<file path="config.mk">
export PLATFORM = sky130hd
export DESIGN_NAME = key_event_line_editor
export DESIGN_NICKNAME = d
export VERILOG_FILES = /design/src/rtl/kele_pkg.sv /design/src/rtl/kele_line_mem.sv /design/src/rtl/kele_key_decode.sv /design/src/rtl/key_event_line_editor.sv
export SDC_FILE = /design/constraint.sdc
export NUM_CORES = 1
export LEC_CHECK = 0
export BUFFER_PORTS_ARGS = -buffer_cell sky130_fd_sc_hd__buf_2
export CAP_MARGIN = 0
export CORE_ASPECT_RATIO = 1.1
export CORE_MARGIN = 1.5
export CORE_UTILIZATION = 38
export CTS_BUF_LIST = sky130_fd_sc_hd__clkbuf_2 sky130_fd_sc_hd__clkbuf_4 sky130_fd_sc_hd__clkbuf_8
export CTS_CLUSTER_SIZE = 8
export DETAILED_ROUTE_END_ITERATION = 10
export GPL_TIMING_DRIVEN = 1
export PLACE_DENSITY = 0.61
export RECOVER_POWER = 50
export REMOVE_ABC_BUFFERS = 1
export SETUP_SLACK_MARGIN = 0.2
export SYNTH_ARGS = -nofsm -noshare
export SYNTH_HDL_FRONTEND = slang
export SYNTH_SLANG_ARGS = --single-unit
</file>
<file path="constraint.sdc">
create_clock -name clk_i -period 4.1 [get_ports clk_i]
set_clock_uncertainty 0.05 [all_clocks]
set_input_delay 0.41 -clock clk_i [delete_from_list [all_inputs] [get_ports clk_i]]
set_output_delay 0.41 -clock clk_i [all_outputs]
set_load 0.01 [all_outputs]
</file>
<file path="src/rtl/kele_pkg.sv">
// shared types, key codes, keymap tables and fsm states for the key event line editor
package kele_pkg;

  localparam int unsigned LineDepthDefault = 64;

  localparam int unsigned KeyCodeW  = 10;
  localparam int unsigned KeyValueW = 2;
  localparam int unsigned CharW     = 8;

  localparam logic [KeyCodeW-1:0] CodeBackspace = 10'd14;
  localparam logic [KeyCodeW-1:0] CodeEnter     = 10'd28;
  localparam logic [KeyCodeW-1:0] CodeLshift    = 10'd42;
  localparam logic [KeyCodeW-1:0] CodeCaps      = 10'd58;
  localparam logic [KeyCodeW-1:0] CodeLeft      = 10'd105;
  localparam logic [KeyCodeW-1:0] CodeRight     = 10'd106;
  localparam logic [KeyCodeW-1:0] CodeDelete    = 10'd111;

  localparam logic [CharW-1:0] CaseOffset = 8'd32;
  localparam logic [CharW-1:0] CharLowerA = "a";
  localparam logic [CharW-1:0] CharLowerZ = "z";

  typedef struct packed {
    logic [KeyCodeW-1:0]  scan_code;
    logic [KeyValueW-1:0] key_value;
  } key_item_t;

  typedef struct packed {
    logic [CharW-1:0] line_char;
    logic             line_last;
    logic             line_empty;
  } line_item_t;

  typedef enum logic [3:0] {
    OP_NONE,
    OP_SHIFT,
    OP_CHAR,
    OP_CAPS,
    OP_BKSP,
    OP_DEL,
    OP_LEFT,
    OP_RIGHT,
    OP_ENTER
  } key_op_e;

  typedef struct packed {
    key_op_e          op;
    logic             press;
    logic [CharW-1:0] ch;
  } key_cmd_t;

  typedef enum logic [3:0] {
    ST_IDLE,
    ST_SH_RD,
    ST_SH_WR,
    ST_INS_WR,
    ST_DL_RD,
    ST_DL_WR,
    ST_EM_RD,
    ST_EM_OUT,
    ST_EM_EMPTY
  } state_e;

  // unshifted character for codes 0..63, zero where the key prints nothing
  function automatic logic [CharW-1:0] plain_char(input logic [5:0] code);
    logic [CharW-1:0] c;
    case (code)
      6'd2:  c = "1";  6'd3:  c = "2";  6'd4:  c = "3";  6'd5:  c = "4";
      6'd6:  c = "5";  6'd7:  c = "6";  6'd8:  c = "7";  6'd9:  c = "8";
      6'd10: c = "9";  6'd11: c = "0";  6'd12: c = "-";  6'd13: c = "=";
      6'd16: c = "q";  6'd17: c = "w";  6'd18: c = "e";  6'd19: c = "r";
      6'd20: c = "t";  6'd21: c = "y";  6'd22: c = "u";  6'd23: c = "i";
      6'd24: c = "o";  6'd25: c = "p";  6'd30: c = "a";  6'd31: c = "s";
      6'd32: c = "d";  6'd33: c = "f";  6'd34: c = "g";  6'd35: c = "h";
      6'd36: c = "j";  6'd37: c = "k";  6'd38: c = "l";  6'd39: c = ";";
      6'd44: c = "z";  6'd45: c = "x";  6'd46: c = "c";  6'd47: c = "v";
      6'd48: c = "b";  6'd49: c = "n";  6'd50: c = "m";  6'd51: c = ",";
      6'd52: c = ".";  6'd57: c = " ";
      default: c = 8'd0;
    endcase
    return c;
  endfunction

  // shifted character for codes 0..63
  function automatic logic [CharW-1:0] shift_char(input logic [5:0] code);
    logic [CharW-1:0] c;
    case (code)
      6'd2:  c = "!";  6'd3:  c = "@";  6'd4:  c = "#";  6'd5:  c = "$";
      6'd6:  c = "%";  6'd7:  c = "^";  6'd8:  c = "&";  6'd9:  c = "*";
      6'd10: c = "(";  6'd11: c = ")";  6'd12: c = "_";  6'd13: c = "+";
      6'd16: c = "Q";  6'd17: c = "W";  6'd18: c = "E";  6'd19: c = "R";
      6'd20: c = "T";  6'd21: c = "Y";  6'd22: c = "U";  6'd23: c = "I";
      6'd24: c = "O";  6'd25: c = "P";  6'd30: c = "A";  6'd31: c = "S";
      6'd32: c = "D";  6'd33: c = "F";  6'd34: c = "G";  6'd35: c = "H";
      6'd36: c = "J";  6'd37: c = "K";  6'd38: c = "L";  6'd39: c = ":";
      6'd44: c = "Z";  6'd45: c = "X";  6'd46: c = "C";  6'd47: c = "V";
      6'd48: c = "B";  6'd49: c = "N";  6'd50: c = "M";  6'd51: c = "<";
      6'd52: c = ">";  6'd57: c = " ";
      default: c = 8'd0;
    endcase
    return c;
  endfunction

endpackage

</file>
<file path="src/rtl/kele_line_mem.sv">
// line character store: one write port, one read port, registered read data
module kele_line_mem #(
  parameter int unsigned Depth = kele_pkg::LineDepthDefault,
  parameter int unsigned AddrW = (Depth > 1) ? $clog2(Depth) : 1
) (
  input  logic                       clk_i,
  input  logic                       we_i,
  input  logic [AddrW-1:0]           waddr_i,
  input  logic [kele_pkg::CharW-1:0] wdata_i,
  input  logic                       re_i,
  input  logic [AddrW-1:0]           raddr_i,
  output logic [kele_pkg::CharW-1:0] rdata_o
);
  import kele_pkg::*;

  logic [CharW-1:0] mem_q [Depth];
  logic [CharW-1:0] rdata_q;

  always_ff @(posedge clk_i) begin
    if (we_i) begin
      mem_q[waddr_i] <= wdata_i;
    end
  end

  always_ff @(posedge clk_i) begin
    if (re_i) begin
      rdata_q <= mem_q[raddr_i];
    end
  end

  assign rdata_o = rdata_q;

endmodule

</file>
<file path="src/rtl/kele_key_decode.sv">
// key event decoder: keymap lookup, shift and caps handling, edit command select
module kele_key_decode (
  input  kele_pkg::key_item_t key_i,
  input  logic                shift_i,
  input  logic                caps_i,
  output kele_pkg::key_cmd_t  cmd_o
);
  import kele_pkg::*;

  logic [CharW-1:0] plain_c;
  logic [CharW-1:0] sel_c;
  logic             low_code;
  logic             press;

  assign low_code = (key_i.scan_code[KeyCodeW-1:6] == '0);
  assign press    = (key_i.key_value != '0);
  assign plain_c  = plain_char(key_i.scan_code[5:0]);

  always_comb begin
    sel_c = shift_i ? shift_char(key_i.scan_code[5:0]) : plain_c;
    // caps lock only touches lowercase letters
    if (caps_i && (sel_c >= CharLowerA) && (sel_c <= CharLowerZ)) begin
      sel_c = sel_c - CaseOffset;
    end
  end

  always_comb begin
    cmd_o.press = press;
    cmd_o.ch    = sel_c;
    cmd_o.op    = OP_NONE;
    if (key_i.scan_code == CodeLshift) begin
      cmd_o.op = OP_SHIFT;
    end else if (!press) begin
      cmd_o.op = OP_NONE;
    end else if (low_code && (plain_c != '0)) begin
      cmd_o.op = OP_CHAR;
    end else begin
      unique case (key_i.scan_code)
        CodeCaps:      cmd_o.op = OP_CAPS;
        CodeBackspace: cmd_o.op = OP_BKSP;
        CodeDelete:    cmd_o.op = OP_DEL;
        CodeLeft:      cmd_o.op = OP_LEFT;
        CodeRight:     cmd_o.op = OP_RIGHT;
        CodeEnter:     cmd_o.op = OP_ENTER;
        default:       cmd_o.op = OP_NONE;
      endcase
    end
  end

endmodule

</file>
<file path="src/rtl/key_event_line_editor.sv">
// top level: line editor fsm around the character store, with output register
// shift, caps, arrow, full-line and unmapped keys are handled in idle; a printable key
//   does one read and one write per shifted character, then writes itself at the cursor
// delete, backspace: read and write per moved char; enter: read per result, plus stalls
// throughput: one key event at a time; in_stall_o is high while an edit or emit runs
// reset: rst_ni low clears length, cursor, shift, caps, fsm and output valid; store kept
module key_event_line_editor #(
  parameter int unsigned LINE_DEPTH = kele_pkg::LineDepthDefault
) (
  input  logic                 clk_i,
  input  logic                 rst_ni,
  input  logic                 in_valid_i,
  output logic                 in_stall_o,
  input  kele_pkg::key_item_t  in_item_i,
  output logic                 out_valid_o,
  input  logic                 out_stall_i,
  output kele_pkg::line_item_t out_item_o
);
  import kele_pkg::*;

  // length and cursor hold 0..LINE_DEPTH, addresses 0..LINE_DEPTH-1
  localparam int unsigned LenW  = $clog2(LINE_DEPTH + 1);
  localparam int unsigned AddrW = (LINE_DEPTH > 1) ? $clog2(LINE_DEPTH) : 1;
  localparam logic [LenW-1:0] LenFull = LenW'(LINE_DEPTH);
  localparam logic [LenW-1:0] LenOne  = LenW'(1);

  state_e            state_q, state_d;
  logic [LenW-1:0]   len_q, len_d;
  logic [LenW-1:0]   cur_q, cur_d;
  logic [LenW-1:0]   idx_q, idx_d;
  logic              shift_q, shift_d;
  logic              caps_q, caps_d;
  logic [CharW-1:0]  ch_q, ch_d;
  logic              out_valid_q, out_valid_d;
  line_item_t        out_item_q, out_item_d;

  key_cmd_t          cmd;
  logic              in_take;
  logic              out_free;
  logic [LenW:0]     idx_p2;
  logic [LenW-1:0]   idx_m1;
  logic [LenW-1:0]   idx_p1;

  // store port signals
  logic              mem_we;
  logic [AddrW-1:0]  mem_waddr;
  logic [CharW-1:0]  mem_wdata;
  logic              mem_re;
  logic [AddrW-1:0]  mem_raddr;
  logic [CharW-1:0]  mem_rdata;

  kele_key_decode u_decode (
    .key_i   (in_item_i),
    .shift_i (shift_q),
    .caps_i  (caps_q),
    .cmd_o   (cmd)
  );

  kele_line_mem #(
    .Depth (LINE_DEPTH),
    .AddrW (AddrW)
  ) u_mem (
    .clk_i   (clk_i),
    .we_i    (mem_we),
    .waddr_i (mem_waddr),
    .wdata_i (mem_wdata),
    .re_i    (mem_re),
    .raddr_i (mem_raddr),
    .rdata_o (mem_rdata)
  );

  // new events are only taken between edits
  assign in_stall_o = (state_q != ST_IDLE);
  assign in_take    = in_valid_i && (state_q == ST_IDLE);
  // output register can take a new item when empty or being drained
  assign out_free   = !out_valid_q || !out_stall_i;

  assign idx_m1 = idx_q - LenOne;
  assign idx_p1 = idx_q + LenOne;
  assign idx_p2 = {1'b0, idx_q} + (LenW + 1)'(2);

  always_ff @(posedge clk_i or negedge rst_ni) begin
    if (!rst_ni) begin
      state_q     <= ST_IDLE;
      len_q       <= '0;
      cur_q       <= '0;
      shift_q     <= 1'b0;
      caps_q      <= 1'b0;
      out_valid_q <= 1'b0;
    end else begin
      state_q     <= state_d;
      len_q       <= len_d;
      cur_q       <= cur_d;
      shift_q     <= shift_d;
      caps_q      <= caps_d;
      out_valid_q <= out_valid_d;
    end
  end

  // payload and scratch registers carry no reset
  always_ff @(posedge clk_i) begin
    idx_q      <= idx_d;
    ch_q       <= ch_d;
    out_item_q <= out_item_d;
  end

  always_comb begin
    state_d     = state_q;
    len_d       = len_q;
    cur_d       = cur_q;
    idx_d       = idx_q;
    shift_d     = shift_q;
    caps_d      = caps_q;
    ch_d        = ch_q;
    out_valid_d = out_valid_q && out_stall_i;
    out_item_d  = out_item_q;
    mem_we      = 1'b0;
    mem_waddr   = idx_q[AddrW-1:0];
    mem_wdata   = mem_rdata;
    mem_re      = 1'b0;
    mem_raddr   = idx_q[AddrW-1:0];

    unique case (state_q)
      ST_IDLE: begin
        if (in_take) begin
          unique case (cmd.op)
            OP_SHIFT: shift_d = cmd.press;
            OP_CAPS:  caps_d  = !caps_q;
            OP_LEFT: begin
              if (cur_q != '0) begin
                cur_d = cur_q - LenOne;
              end
            end
            OP_RIGHT: begin
              if (cur_q < len_q) begin
                cur_d = cur_q + LenOne;
              end
            end
            OP_CHAR: begin
              // a full line drops the key
              if (len_q != LenFull) begin
                ch_d  = cmd.ch;
                idx_d = len_q;
                state_d = (len_q > cur_q) ? ST_SH_RD : ST_INS_WR;
              end
            end
            OP_BKSP: begin
              if (cur_q != '0) begin
                cur_d = cur_q - LenOne;
                idx_d = cur_q - LenOne;
                // the removed character is the last one: no shift needed
                if (cur_q < len_q) begin
                  state_d = ST_DL_RD;
                end else begin
                  len_d = len_q - LenOne;
                end
              end
            end
            OP_DEL: begin
              if (cur_q < len_q) begin
                idx_d = cur_q;
                if (cur_q + LenOne < len_q) begin
                  state_d = ST_DL_RD;
                end else begin
                  len_d = len_q - LenOne;
                end
              end
            end
            OP_ENTER: begin
              idx_d   = '0;
              state_d = (len_q == '0) ? ST_EM_EMPTY : ST_EM_RD;
            end
            default: ;
          endcase
        end
      end

      // insert: move entry idx-1 up to idx, down to the cursor
      ST_SH_RD: begin
        mem_re    = 1'b1;
        mem_raddr = idx_m1[AddrW-1:0];
        state_d   = ST_SH_WR;
      end
      ST_SH_WR: begin
        mem_we    = 1'b1;
        mem_waddr = idx_q[AddrW-1:0];
        mem_wdata = mem_rdata;
        idx_d     = idx_m1;
        state_d   = (idx_m1 > cur_q) ? ST_SH_RD : ST_INS_WR;
      end
      ST_INS_WR: begin
        mem_we    = 1'b1;
        mem_waddr = cur_q[AddrW-1:0];
        mem_wdata = ch_q;
        len_d     = len_q + LenOne;
        cur_d     = cur_q + LenOne;
        state_d   = ST_IDLE;
      end

      // remove: move entry idx+1 down to idx until the end of the line
      ST_DL_RD: begin
        mem_re    = 1'b1;
        mem_raddr = idx_p1[AddrW-1:0];
        state_d   = ST_DL_WR;
      end
      ST_DL_WR: begin
        mem_we    = 1'b1;
        mem_waddr = idx_q[AddrW-1:0];
        mem_wdata = mem_rdata;
        idx_d     = idx_p1;
        if (idx_p2 < {1'b0, len_q}) begin
          state_d = ST_DL_RD;
        end else begin
          len_d   = len_q - LenOne;
          state_d = ST_IDLE;
        end
      end

      // emit: read one character, then hand it to the output register
      ST_EM_RD: begin
        mem_re    = 1'b1;
        mem_raddr = idx_q[AddrW-1:0];
        state_d   = ST_EM_OUT;
      end
      ST_EM_OUT: begin
        if (out_free) begin
          out_valid_d           = 1'b1;
          out_item_d.line_char  = mem_rdata;
          out_item_d.line_last  = (idx_p1 == len_q);
          out_item_d.line_empty = 1'b0;
          if (idx_p1 == len_q) begin
            len_d   = '0;
            cur_d   = '0;
            state_d = ST_IDLE;
          end else begin
            idx_d   = idx_p1;
            state_d = ST_EM_RD;
          end
        end
      end
      ST_EM_EMPTY: begin
        if (out_free) begin
          out_valid_d           = 1'b1;
          out_item_d.line_char  = '0;
          out_item_d.line_last  = 1'b1;
          out_item_d.line_empty = 1'b1;
          state_d               = ST_IDLE;
        end
      end
      default: state_d = ST_IDLE;
    endcase
  end

  assign out_valid_o = out_valid_q;
  assign out_item_o  = out_item_q;

endmodule

</file>
==> results of run 1 <==
==> worst reg2reg max path, cell delays in order (launching register included) <==
cell	delay, ps
edfxtp_1	370
inv_1	70
ha_1	330
or4b_2	580
o21ai_0	90
nand2_1	110
o221ai_4	250
buf_12	360
mux4_2	440
mux2i_1	240
mux2i_1	220
mux2i_1	240
mux2i_1	130
==> placed cells by master, fill, tap and decap left out, types with 10 or more instances in the layout <==
master and instances:
dfrtp_1 21, clkinv_1 19, o31ai_1 10, o21ai_0 39, xnor2_1 21, inv_1 32
xor2_1 15, nor2b_1 18, a21oi_1 29, nand3_1 48, clkbuf_1 30, nor2_1 117
a31oi_1 13, mux2i_1 137, buf_4 111, clkbuf_4 33, a21o_1 11, clkinv_2 10
buf_2 13, buf_12 10, ha_1 52, edfxtp_1 545, clkbuf_8 97, nand2b_1 14
nor3_1 21, nand2_1 98, nor4_1 11, mux4_2 128
==> Yosys cell counts (4+ instances only) <==
cell      instances
mux2_2            7
o211ai_1          8
a22oi_1           8
nand3_1          48
o22ai_1           6
buf_1            24
ha_1             52
a31oi_1          13
a22o_1            4
xor2_1           15
clkbuf_1         40
nor4_1           11
nand2b_1         14
nand2_1         101
nor2b_1          18
nor3_1           22
dfrtp_1          21
a221o_1           4
and3_1            8
o221ai_1          6
a21oi_1          29
a21o_1           11
mux4_2          128
buf_2            12
and2_1           15
or2_2             5
xnor2_1          23
nor2_1          118
nand3b_1          4
a211oi_1          7
nand4_1           8
o31ai_1          10
mux2i_1         137
o21ai_0          39
edfxtp_1        545
a21boi_0          4
inv_1            32
==> worst min-delay path by stage <==
stage	slack [ps]	to	depth (start not counted)	from
floorplan	60	caps_q$_DFFE_PN0P_	0	rst_ni
global placement	370	len_q[4]$_DFFE_PN0P_	1	rst_ni
detailed placement	410	len_q[3]$_DFFE_PN0P_	1	rst_ni
CTS	180	out_valid_o$_DFF_PN0_	2	rst_ni
global route	270	caps_q$_DFFE_PN0P_	4	in_valid_i
finish	250	caps_q$_DFFE_PN0P_	4	in_valid_i
==> what timing repair did <==
item,4_1_cts,5_1_grt
gates resized for setup,0,3
hold buffers,4,0
endpoints found under the hold margin,23,0
endpoints found under the setup margin,0,3
==> final cells by class <==
cell class	count	area, um2
Inverter	35	131
Multi-Input combinational cell	944	8590
Timing Repair Buffer	172	1300
Fill cell	5995	37700
Clock buffer	130	1580
Sequential cell	566	16900
Clock inverter	36	238
Tap cell	867	1080
==> power by group <==
group | internal, W | switching (W)
Combinational | 0.00451 | 0.00618
Clock | 0.00262 | 0.00221
Sequential | 0.00766 | 0.000242
==> registers in the layout (all words and copies together) (netlist names) <==
name / flops
caps_q: 1
ch_q: 8
cur_q: 7
idx_q: 7
len_q: 7
out_item_o: 10
out_valid_o: 1
shift_q: 1
state_q: 4
u_mem.mem_q: 512
u_mem.rdata_o: 8
==> per-stage QoR <==
stage	utilization	std cells	setup slack [ps]
floorplan	-	1545	-10550
global placement	0.415	2578	241
CTS	0.442	2748	302
finish	0.441	2750	329
detailed placement	0.415	2578	178
global route	0.441	2750	147
==> routing by layer <==
layer | vias to the layer above | GRT usage
met4 | 0 | 0.0660
met1 | 7770 | 0.252
met3 | 112 | 0.0303
met2 | 564 | 0.297
met5 | - | 0
li1 | 6834 | -
==> logic make-up after synthesis <==
family / count (synthesis)
fa+ha+maj: 53
flops: 566
buf+inv: 114
compound gates: 193
xor+xnor: 39
mux: 274
simple gates: 385
==> impl_metrics.toml, run 1 <==
[flow_run]
maxCapViolCount = 1

[cells_and_area]
fin_area_um2 = 29800
areaGrowthSynthToFinish_pct = 15.2
layout-drive-gt1-share = 0.236
nets = 1883
n_antenna_cell = 0

[floorplan]
die_y_um = 277
start_util = 0.383
ioPinCount = 28
die_w_um = 252
dieArea_um2 = 69700
coreArea_um2 = 67600
num_rows = 100

[yosys]
yosys.area_share.simple = 0.0697
syn_avg_cell_area_um2 = 15.9
synthCells = 1624
synth_edf_count = 545
synthTopCellsByArea = "edfxtp_1 (63%), mux4_2 (11%), mux2i_1 (5.3%)"
ys_seq_elements = 566
synth_xor_area_frac = 0.0137
synthMuxAreaShare = 0.168
netlist_area_um2 = 25900
synthAdderAreaFrac = 0.0259
synth_top_flop_cell = "edfxtp_1"
ys_seq_area_frac = 0.653
synthArstFlopShare = 0.0371
ys_warn_count = 0
synth_compound_area_frac = 0.0517
yosys.area.top_type_share = 0.632
synth.largest_area_cell = "edfxtp_1"
synth.distinct_cells = 75
synth_top_family_by_area = "multiplexers"

[timing]
rsz0062_at_grt = "false"
fin_crit_sh = 0.920
max_clock_freq_mhz = 265
tightest_slew_ps = 1580
timing.hold.ws_ps = 254
setup_viol = 0
maxSlewViolCount = 42
period_minus_slack_ps = 3770
hold_violations = 0
relSlewSlack = -0.0547
tns_ps = 0

[route]
wl_met1_mm = 27.7
routed_via_density = 5.56
dr.pass1.iters = 5
dr_total_vias = 15280
wl_mm = 64.1
drc = 0
top_layer = "met4"
wire_per_inst_um = 23.3
drt-initial-drc-count = 1347
final_antenna_net_count = 0
wl_met2_mm = 30.8
routed-wl-met3_mm = 3.92

[outcome]
failed_checks = "max-capacitance violations, max-slew violations"
status = "finished, violations left"

[setup_path]
crit_path_cell_trace = "inv_1, ha_1, or4b_2, o21ai_0, nand2_1, o221ai_4, buf_12, mux4_2, mux2i_1, mux2i_1, mux2i_1, mux2i_1"
path_max_fanout = 51
r2r_setup_slack_ps = 330
end_kind = "flip-flop"
crit_type = "flip-flop to flip-flop"
cp_data_arrival_time_ps = 4080
slowest_stage = "or4b_2"
timing.rr.end = "u_mem.rdata_o[2]$_DFFE_PP_"
reg2reg_depth = 12
required_ps = 4410
max_stage_delay_ps = 580
path_depth = 12
crit_start = "idx_q[0]$_DFFE_PP_"
crit_top_cell = "mux2i_1"
path_buf_inv = 2
r2r_start = "idx_q[0]$_DFFE_PP_"
path_delay_family = "multiplexers"
startpoint_type = "flip-flop"
crit_path_end = "u_mem.rdata_o[2]$_DFFE_PP_"

[grt]
antenna_found_initial = 0
grt-ovfl-total = 0
grt_pass1_wl_mm = 96.6
grt_max_degree = 52
track_usage = 0.184
grt_pass1_vias = 15572

[power_and_ir_drop]
power.density_nw_per_um2 = 786
power.total_w = 0.0234
leakage_nw = 10.4
ir_drop_uv = 621

[place]
place.port_buffers = 27
gp_congestion = 0.891
post_dp_cell_area_um2 = 28000
hpwl_mm = 42.4

[cts]
cts_buffers = 95
cts_tree = "done"
cts.clk_slew.worst_paths_ps = 60
numClockSinks = 566
clk_latency_ps = 680
post_cts_buffers = 0
cts-root-buf = "clkbuf_8"
clockBufferDepth = 3
htree_levels = 3

[hold_path]
hp-class = "input port to flip-flop"
Power figures use the tool's default switching activity.
==> inputs of run 2 (changes only) <==
--- a/config.mk
+++ b/config.mk
@@ -5,7 +5,6 @@
 export SDC_FILE = /design/constraint.sdc
 export NUM_CORES = 1
 export LEC_CHECK = 0
-export BUFFER_PORTS_ARGS = -buffer_cell sky130_fd_sc_hd__buf_2
 export CAP_MARGIN = 0
 export CORE_ASPECT_RATIO = 1.1
 export CORE_MARGIN = 1.5
@@ -13,8 +12,9 @@
 export CTS_BUF_LIST = sky130_fd_sc_hd__clkbuf_2 sky130_fd_sc_hd__clkbuf_4 sky130_fd_sc_hd__clkbuf_8
 export CTS_CLUSTER_SIZE = 8
 export DETAILED_ROUTE_END_ITERATION = 10
+export DONT_BUFFER_PORTS = 1
 export GPL_TIMING_DRIVEN = 1
-export PLACE_DENSITY = 0.61
+export PLACE_DENSITY = 0.6
 export RECOVER_POWER = 50
 export REMOVE_ABC_BUFFERS = 1
 export SETUP_SLACK_MARGIN = 0.2
==> impl_metrics.toml, run 2 (same netlist as run 1, synthesis figures left out) <==
[timing]
setup_viol = 0
tns_ps = 0
period_minus_slack_ps = 3880
relSlewSlack = -0.0370
rsz0062_at_grt = "true"
max_clock_freq_mhz = 258
maxSlewViolCount = 106
fin_crit_sh = 0.947
hold_violations = 0
tightest_slew_ps = 1550
timing.hold.ws_ps = 60.5

[setup_path]
required_ps = 4440
r2r_setup_slack_ps = 220
path_max_fanout = 11
cp_data_arrival_time_ps = 4220
startpoint_type = "flip-flop"
timing.rr.end = "u_mem.rdata_o[6]$_DFFE_PP_"
crit_type = "flip-flop to flip-flop"
end_kind = "flip-flop"
r2r_start = "idx_q[0]$_DFFE_PP_"
reg2reg_depth = 12

[power_and_ir_drop]
leakage_nw = 10.3
power.density_nw_per_um2 = 802
ir_drop_uv = 432

[cts]
cts_tree = "done"
cts_buffers = 95
htree_levels = 3
clockBufferDepth = 3
numClockSinks = 566
clk_latency_ps = 700
cts.clk_slew.worst_paths_ps = 70
cts-root-buf = "clkbuf_8"

[route]
drc = 0
dr.pass1.iters = 5
dr_total_vias = 15139
drt-initial-drc-count = 1421
wire_per_inst_um = 23.8
routed_via_density = 5.59
wl_mm = 64.5
final_antenna_net_count = 0

[cells_and_area]
layout-drive-gt1-share = 0.227
fillers = 5929
layout_common_cells = "edfxtp_1 (545), mux2i_1 (134), mux4_2 (128), nor2_1 (118), nand2_1 (98)"
areaGrowthSynthToFinish_pct = 14.8
n_antenna_cell = 0
largest_register_ffs = 512
fin_area_um2 = 29700
mostFrequentLayoutCell = "edfxtp_1"
utilization = 0.440
nets = 1841
regMostFlops = "u_mem.mem_q"

[floorplan]
coreArea_um2 = 67600
start_util = 0.383
ioPinCount = 28
num_rows = 100
die_y_um = 277
dieArea_um2 = 69700
die_w_um = 252

[outcome]
status = "finished, violations left"
failed_checks = "max-capacitance violations, max-slew violations"

[hold_path]
min_to = "caps_q$_DFFE_PN0P_"
hold_depth = 3
hp-class = "input port to flip-flop"
hp-start = "in_valid_i"

[grt]
grt_max_degree = 65
grt_pass1_wl_mm = 96.0
grt-ovfl-total = 0
antenna_found_initial = 0
track_usage = 0.183
grt_pass1_vias = 15258

[flow_run]
maxCapViolCount = 2

[place]
hpwl_mm = 41.3
post_dp_cell_area_um2 = 27700
place.port_buffers = 0
gp_congestion = 0.923
-- run 2: cell types whose count changed in the layout (fill, tap and decap cells not counted), moves of 2 or more --
cell	change
mux2i_1	-3
clkinv_1	+4
clkinv_2	-5
clkbuf_1	-17
clkbuf_4	-2
mux2i_2	+2
buf_4	-19
buf_2	-13
buf_12	+3
buf_6	+2
clkbuf_16	+2
clkinvlp_4	+5
-- run 2: final cells by class --
type / count / area (um2) / share of cell area
inverters: 35 / 131 / 0.00442
clock buffers: 127 / 1550 / 0.0523
clock inverters: 40 / 282 / 0.00948
repair buffers: 130 / 1160 / 0.0390
flip-flops and latches: 566 / 16900 / 0.569
multi-input cells: 944 / 8610 / 0.290
well taps: 867 / 1080 / 0.0365
-- run 2: layer usage --
layer	routed length [um]	part of all wire	vias up	GRT usage
li1	-	-	6772	-
met1	28000	0.43	7787	0.251
met2	31600	0.49	493	0.298
met3	3690	0.057	87	0.0306
met4	1220	0.019	0	0.0583
met5	0	0	-	0
-- run 2: how the worst max path moves through the flow --
| stage | depth (start not counted) | endpoint | from |
|---|---|---|---|
| after floorplan | 9 | u_mem.rdata_o[0]$_DFFE_PP_ | state_q[3]$_DFFE_PN0P_ |
| after global placement | 11 | u_mem.rdata_o[6]$_DFFE_PP_ | state_q[3]$_DFFE_PN0P_ |
| after detailed placement | 11 | u_mem.rdata_o[6]$_DFFE_PP_ | state_q[3]$_DFFE_PN0P_ |
| after CTS | 12 | u_mem.rdata_o[6]$_DFFE_PP_ | idx_q[0]$_DFFE_PP_ |
| after global routing | 7 | u_mem.mem_q[3][1]$_DFFE_PP_ | state_q[0]$_DFFE_PN0P_ |
| final | 12 | u_mem.rdata_o[6]$_DFFE_PP_ | idx_q[0]$_DFFE_PP_ |
-- run 2: worst max-delay path, cell delays in order (launching register included) --
cell      delay, ps
edfxtp_1        350
inv_1           130
ha_1            410
or4b_2          610
o21ai_0          90
nand2_1         110
o221ai_4        280
buf_12          240
mux4_2          330
mux2i_2         280
mux2i_1         210
mux2i_1         290
mux2i_1         150
-- run 2: through the flow --
step | instances | setup WS [ps] | power, W
finish | 2709 | 219 | 0.0238
detailed placement | 2530 | 194 | 0.0187
floorplan | 1545 | -10550 | 0.0139
global route | 2709 | 112 | 0.0250
CTS | 2701 | 202 | 0.0237
global placement | 2530 | 279 | 0.0185
-- run 2: timing repair --
action | CTS | global route
hold buffers | 4 | 0
gates cloned | 0 | 5
setup buffers | 0 | 3
setup endpoints to repair | 1 | 11
resized for setup | 1 | 6
endpoints found under the hold margin | 24 | 0
-- run 2: where the power goes --
| group | internal [W] | switching [W] | total (W) |
|---|---|---|---|
| Clock | 0.00265 | 0.00226 | 0.00491 |
| Combinational | 0.00468 | 0.00631 | 0.0110 |
| Sequential | 0.00767 | 0.000257 | 0.00792 |
| Total | 0.0150 | 0.00882 | 0.0238 |
==> inputs of run 3 (changes only) <==
--- a/config.mk
+++ b/config.mk
@@ -5,8 +5,7 @@
 export SDC_FILE = /design/constraint.sdc
 export NUM_CORES = 1
 export LEC_CHECK = 0
-export CAP_MARGIN = 0
-export CORE_ASPECT_RATIO = 1.1
+export CORE_ASPECT_RATIO = 1.25
 export CORE_MARGIN = 1.5
 export CORE_UTILIZATION = 38
 export CTS_BUF_LIST = sky130_fd_sc_hd__clkbuf_2 sky130_fd_sc_hd__clkbuf_4 sky130_fd_sc_hd__clkbuf_8
==> impl_metrics.toml, run 3 (same netlist as run 1, synthesis figures left out) <==
[setup_path]
crit_path_cell_trace = "inv_1, ha_1, or4b_2, o21ai_0, nand2_1, o221ai_4, buf_4, mux4_2, mux2i_1, mux2i_1, mux2i_1, mux2i_1"
slowest_stage = "or4b_2"
startpoint_type = "flip-flop"
crit_top_cell = "mux2i_1"
path_max_fanout = 20
end_kind = "flip-flop"
max_stage_delay_ps = 590
cp_data_arrival_time_ps = 4100
required_ps = 4420
crit_type = "flip-flop to flip-flop"
path_delay_family = "multiplexers"
path_buf_inv = 2

[cells_and_area]
largest_register_ffs = 512
layout_common_cells = "edfxtp_1 (545), mux2i_1 (136), mux4_2 (128), nor2_1 (118), nand2_1 (101)"
fillers = 5903
nets = 1842
areaGrowthSynthToFinish_pct = 13.9
stdcell_count = 2695
mostFrequentLayoutCell = "edfxtp_1"
regMostFlops = "u_mem.mem_q"
layout-drive-gt1-share = 0.221

[grt]
grt_pass1_vias = 15491
antenna_found_initial = 1
grt_pass1_wl_mm = 99.1
track_usage = 0.191
grt_max_degree = 49
grt-ovfl-total = 0

[timing]
setup_viol = 0
tightest_slew_ps = 1560
setup_slack_ps = 325
timing.hold.ws_ps = 84.4
fin_crit_sh = 0.921
rsz0062_at_grt = "true"
max_clock_freq_mhz = 265
hold_violations = 0
maxSlewViolCount = 80
period_minus_slack_ps = 3780
relSlewSlack = -0.0399

[cts]
post_cts_buffers = 0
cts_tree = "done"
cts_buffers = 90
cts-root-buf = "clkbuf_8"
clockBufferDepth = 3
cts.clk_slew.worst_paths_ps = 70
htree_levels = 3
clk_latency_ps = 700
numClockSinks = 566

[outcome]
failed_checks = "max-capacitance violations, max-slew violations"
status = "finished, violations left"

[route]
dr_total_vias = 15112
drc = 0
routed_via_density = 5.61
wire_per_inst_um = 24.6
dr.pass1.iters = 5
wl_mm = 66.3
final_antenna_net_count = 0
drt-initial-drc-count = 1102

[floorplan]
die_y_um = 295
ioPinCount = 28
dieArea_um2 = 69700
coreArea_um2 = 67100
start_util = 0.386
die_w_um = 236
num_rows = 106

[hold_path]
hp-class = "input port to flip-flop"

[place]
place_inst = 2539
place.port_buffers = 0
gp_congestion = 0.932
dp_slack_ps = 276
hpwl_mm = 44.1

[flow_run]
maxCapViolCount = 2

[power_and_ir_drop]
ir_drop_uv = 499
leakage_nw = 10.2
power.density_nw_per_um2 = 795
==> run 3: cell count changes in the layout (fill, tap and decap cells not counted), sizes merged <==
| cell | before | now |
|---|---|---|
| buf | 108 | 110 |
| clkbuf | 145 | 146 |
| clkinv | 28 | 18 |
| clkinvlp | 7 | 3 |
| bufinv | 3 | 2 |
| diode | 0 | 1 |
==> run 3: path summary, 6_finish.rpt <==
| check | startpoint | endpoint | slack [ps] | cells past startpoint |
|---|---|---|---|---|
| max in group asynchronous | rst_ni | caps_q$_DFFE_PN0P_ | 2620 | 2 |
| worst max register to register | idx_q[1]$_DFFE_PP_ | u_mem.rdata_o[1]$_DFFE_PP_ | 320 | 12 |
| min in group asynchronous | rst_ni | state_q[3]$_DFFE_PN0P_ | 530 | 2 |
| worst max-delay path | idx_q[1]$_DFFE_PP_ | u_mem.rdata_o[1]$_DFFE_PP_ | 320 | 12 |
| worst min-delay path | in_valid_i | state_q[0]$_DFFE_PN0P_ | 80 | 3 |
| worst min register to register | caps_q$_DFFE_PN0P_ | caps_q$_DFFE_PN0P_ | 460 | 1 |
==> run 3: timing repair <==
item / in CTS / in global routing
hold buffers: 5 / 0
endpoints found under the setup margin: 0 / 3
resized for setup: 0 / 1
endpoints found under the hold margin: 24 / 0
==> run 3: where the power goes <==
part           internal [W]  leakage, nW  switching [W]  total (W)
Clock               0.00249        0.893        0.00217    0.00465
Sequential          0.00766         5.17       0.000322    0.00799
Combinational       0.00458         4.17        0.00624     0.0108
==> run 3: final cells by class <==
cell class	count	area, um2	area share
Tap cell	864	1080	0.0367
Sequential cell	566	16900	0.573
Inverter	35	131	0.00445
Timing Repair Buffer	136	1110	0.0378
Multi-Input combinational cell	944	8580	0.291
Clock inverter	25	198	0.00670
Clock buffer	124	1500	0.0509
Antenna cell	1	2.50	0.0000848
==> run 3: stage by stage <==
stage | power (W) | utilization | TNS (ps) | area [um2]
after floorplan | 0.0139 | - | -84400 | 25600
after global placement | 0.0188 | 0.414 | 0 | 27800
after detailed placement | 0.0190 | 0.414 | 0 | 27800
after CTS | 0.0237 | 0.441 | 0 | 29600
after global routing | 0.0246 | 0.439 | 0 | 29500
final | 0.0235 | 0.439 | 0 | 29500
==> run 3: worst min-delay path, stage by stage <==
cell	delay, ps
a21boi_0	120
nor2_1	150
o41ai_1	100
==> run 3: metal layers <==
metal,track usage,wire (um)
met1,0.246,27400
met3,0.0293,3480
met4,0.0672,1700
met2,0.327,33700
met5,0,0
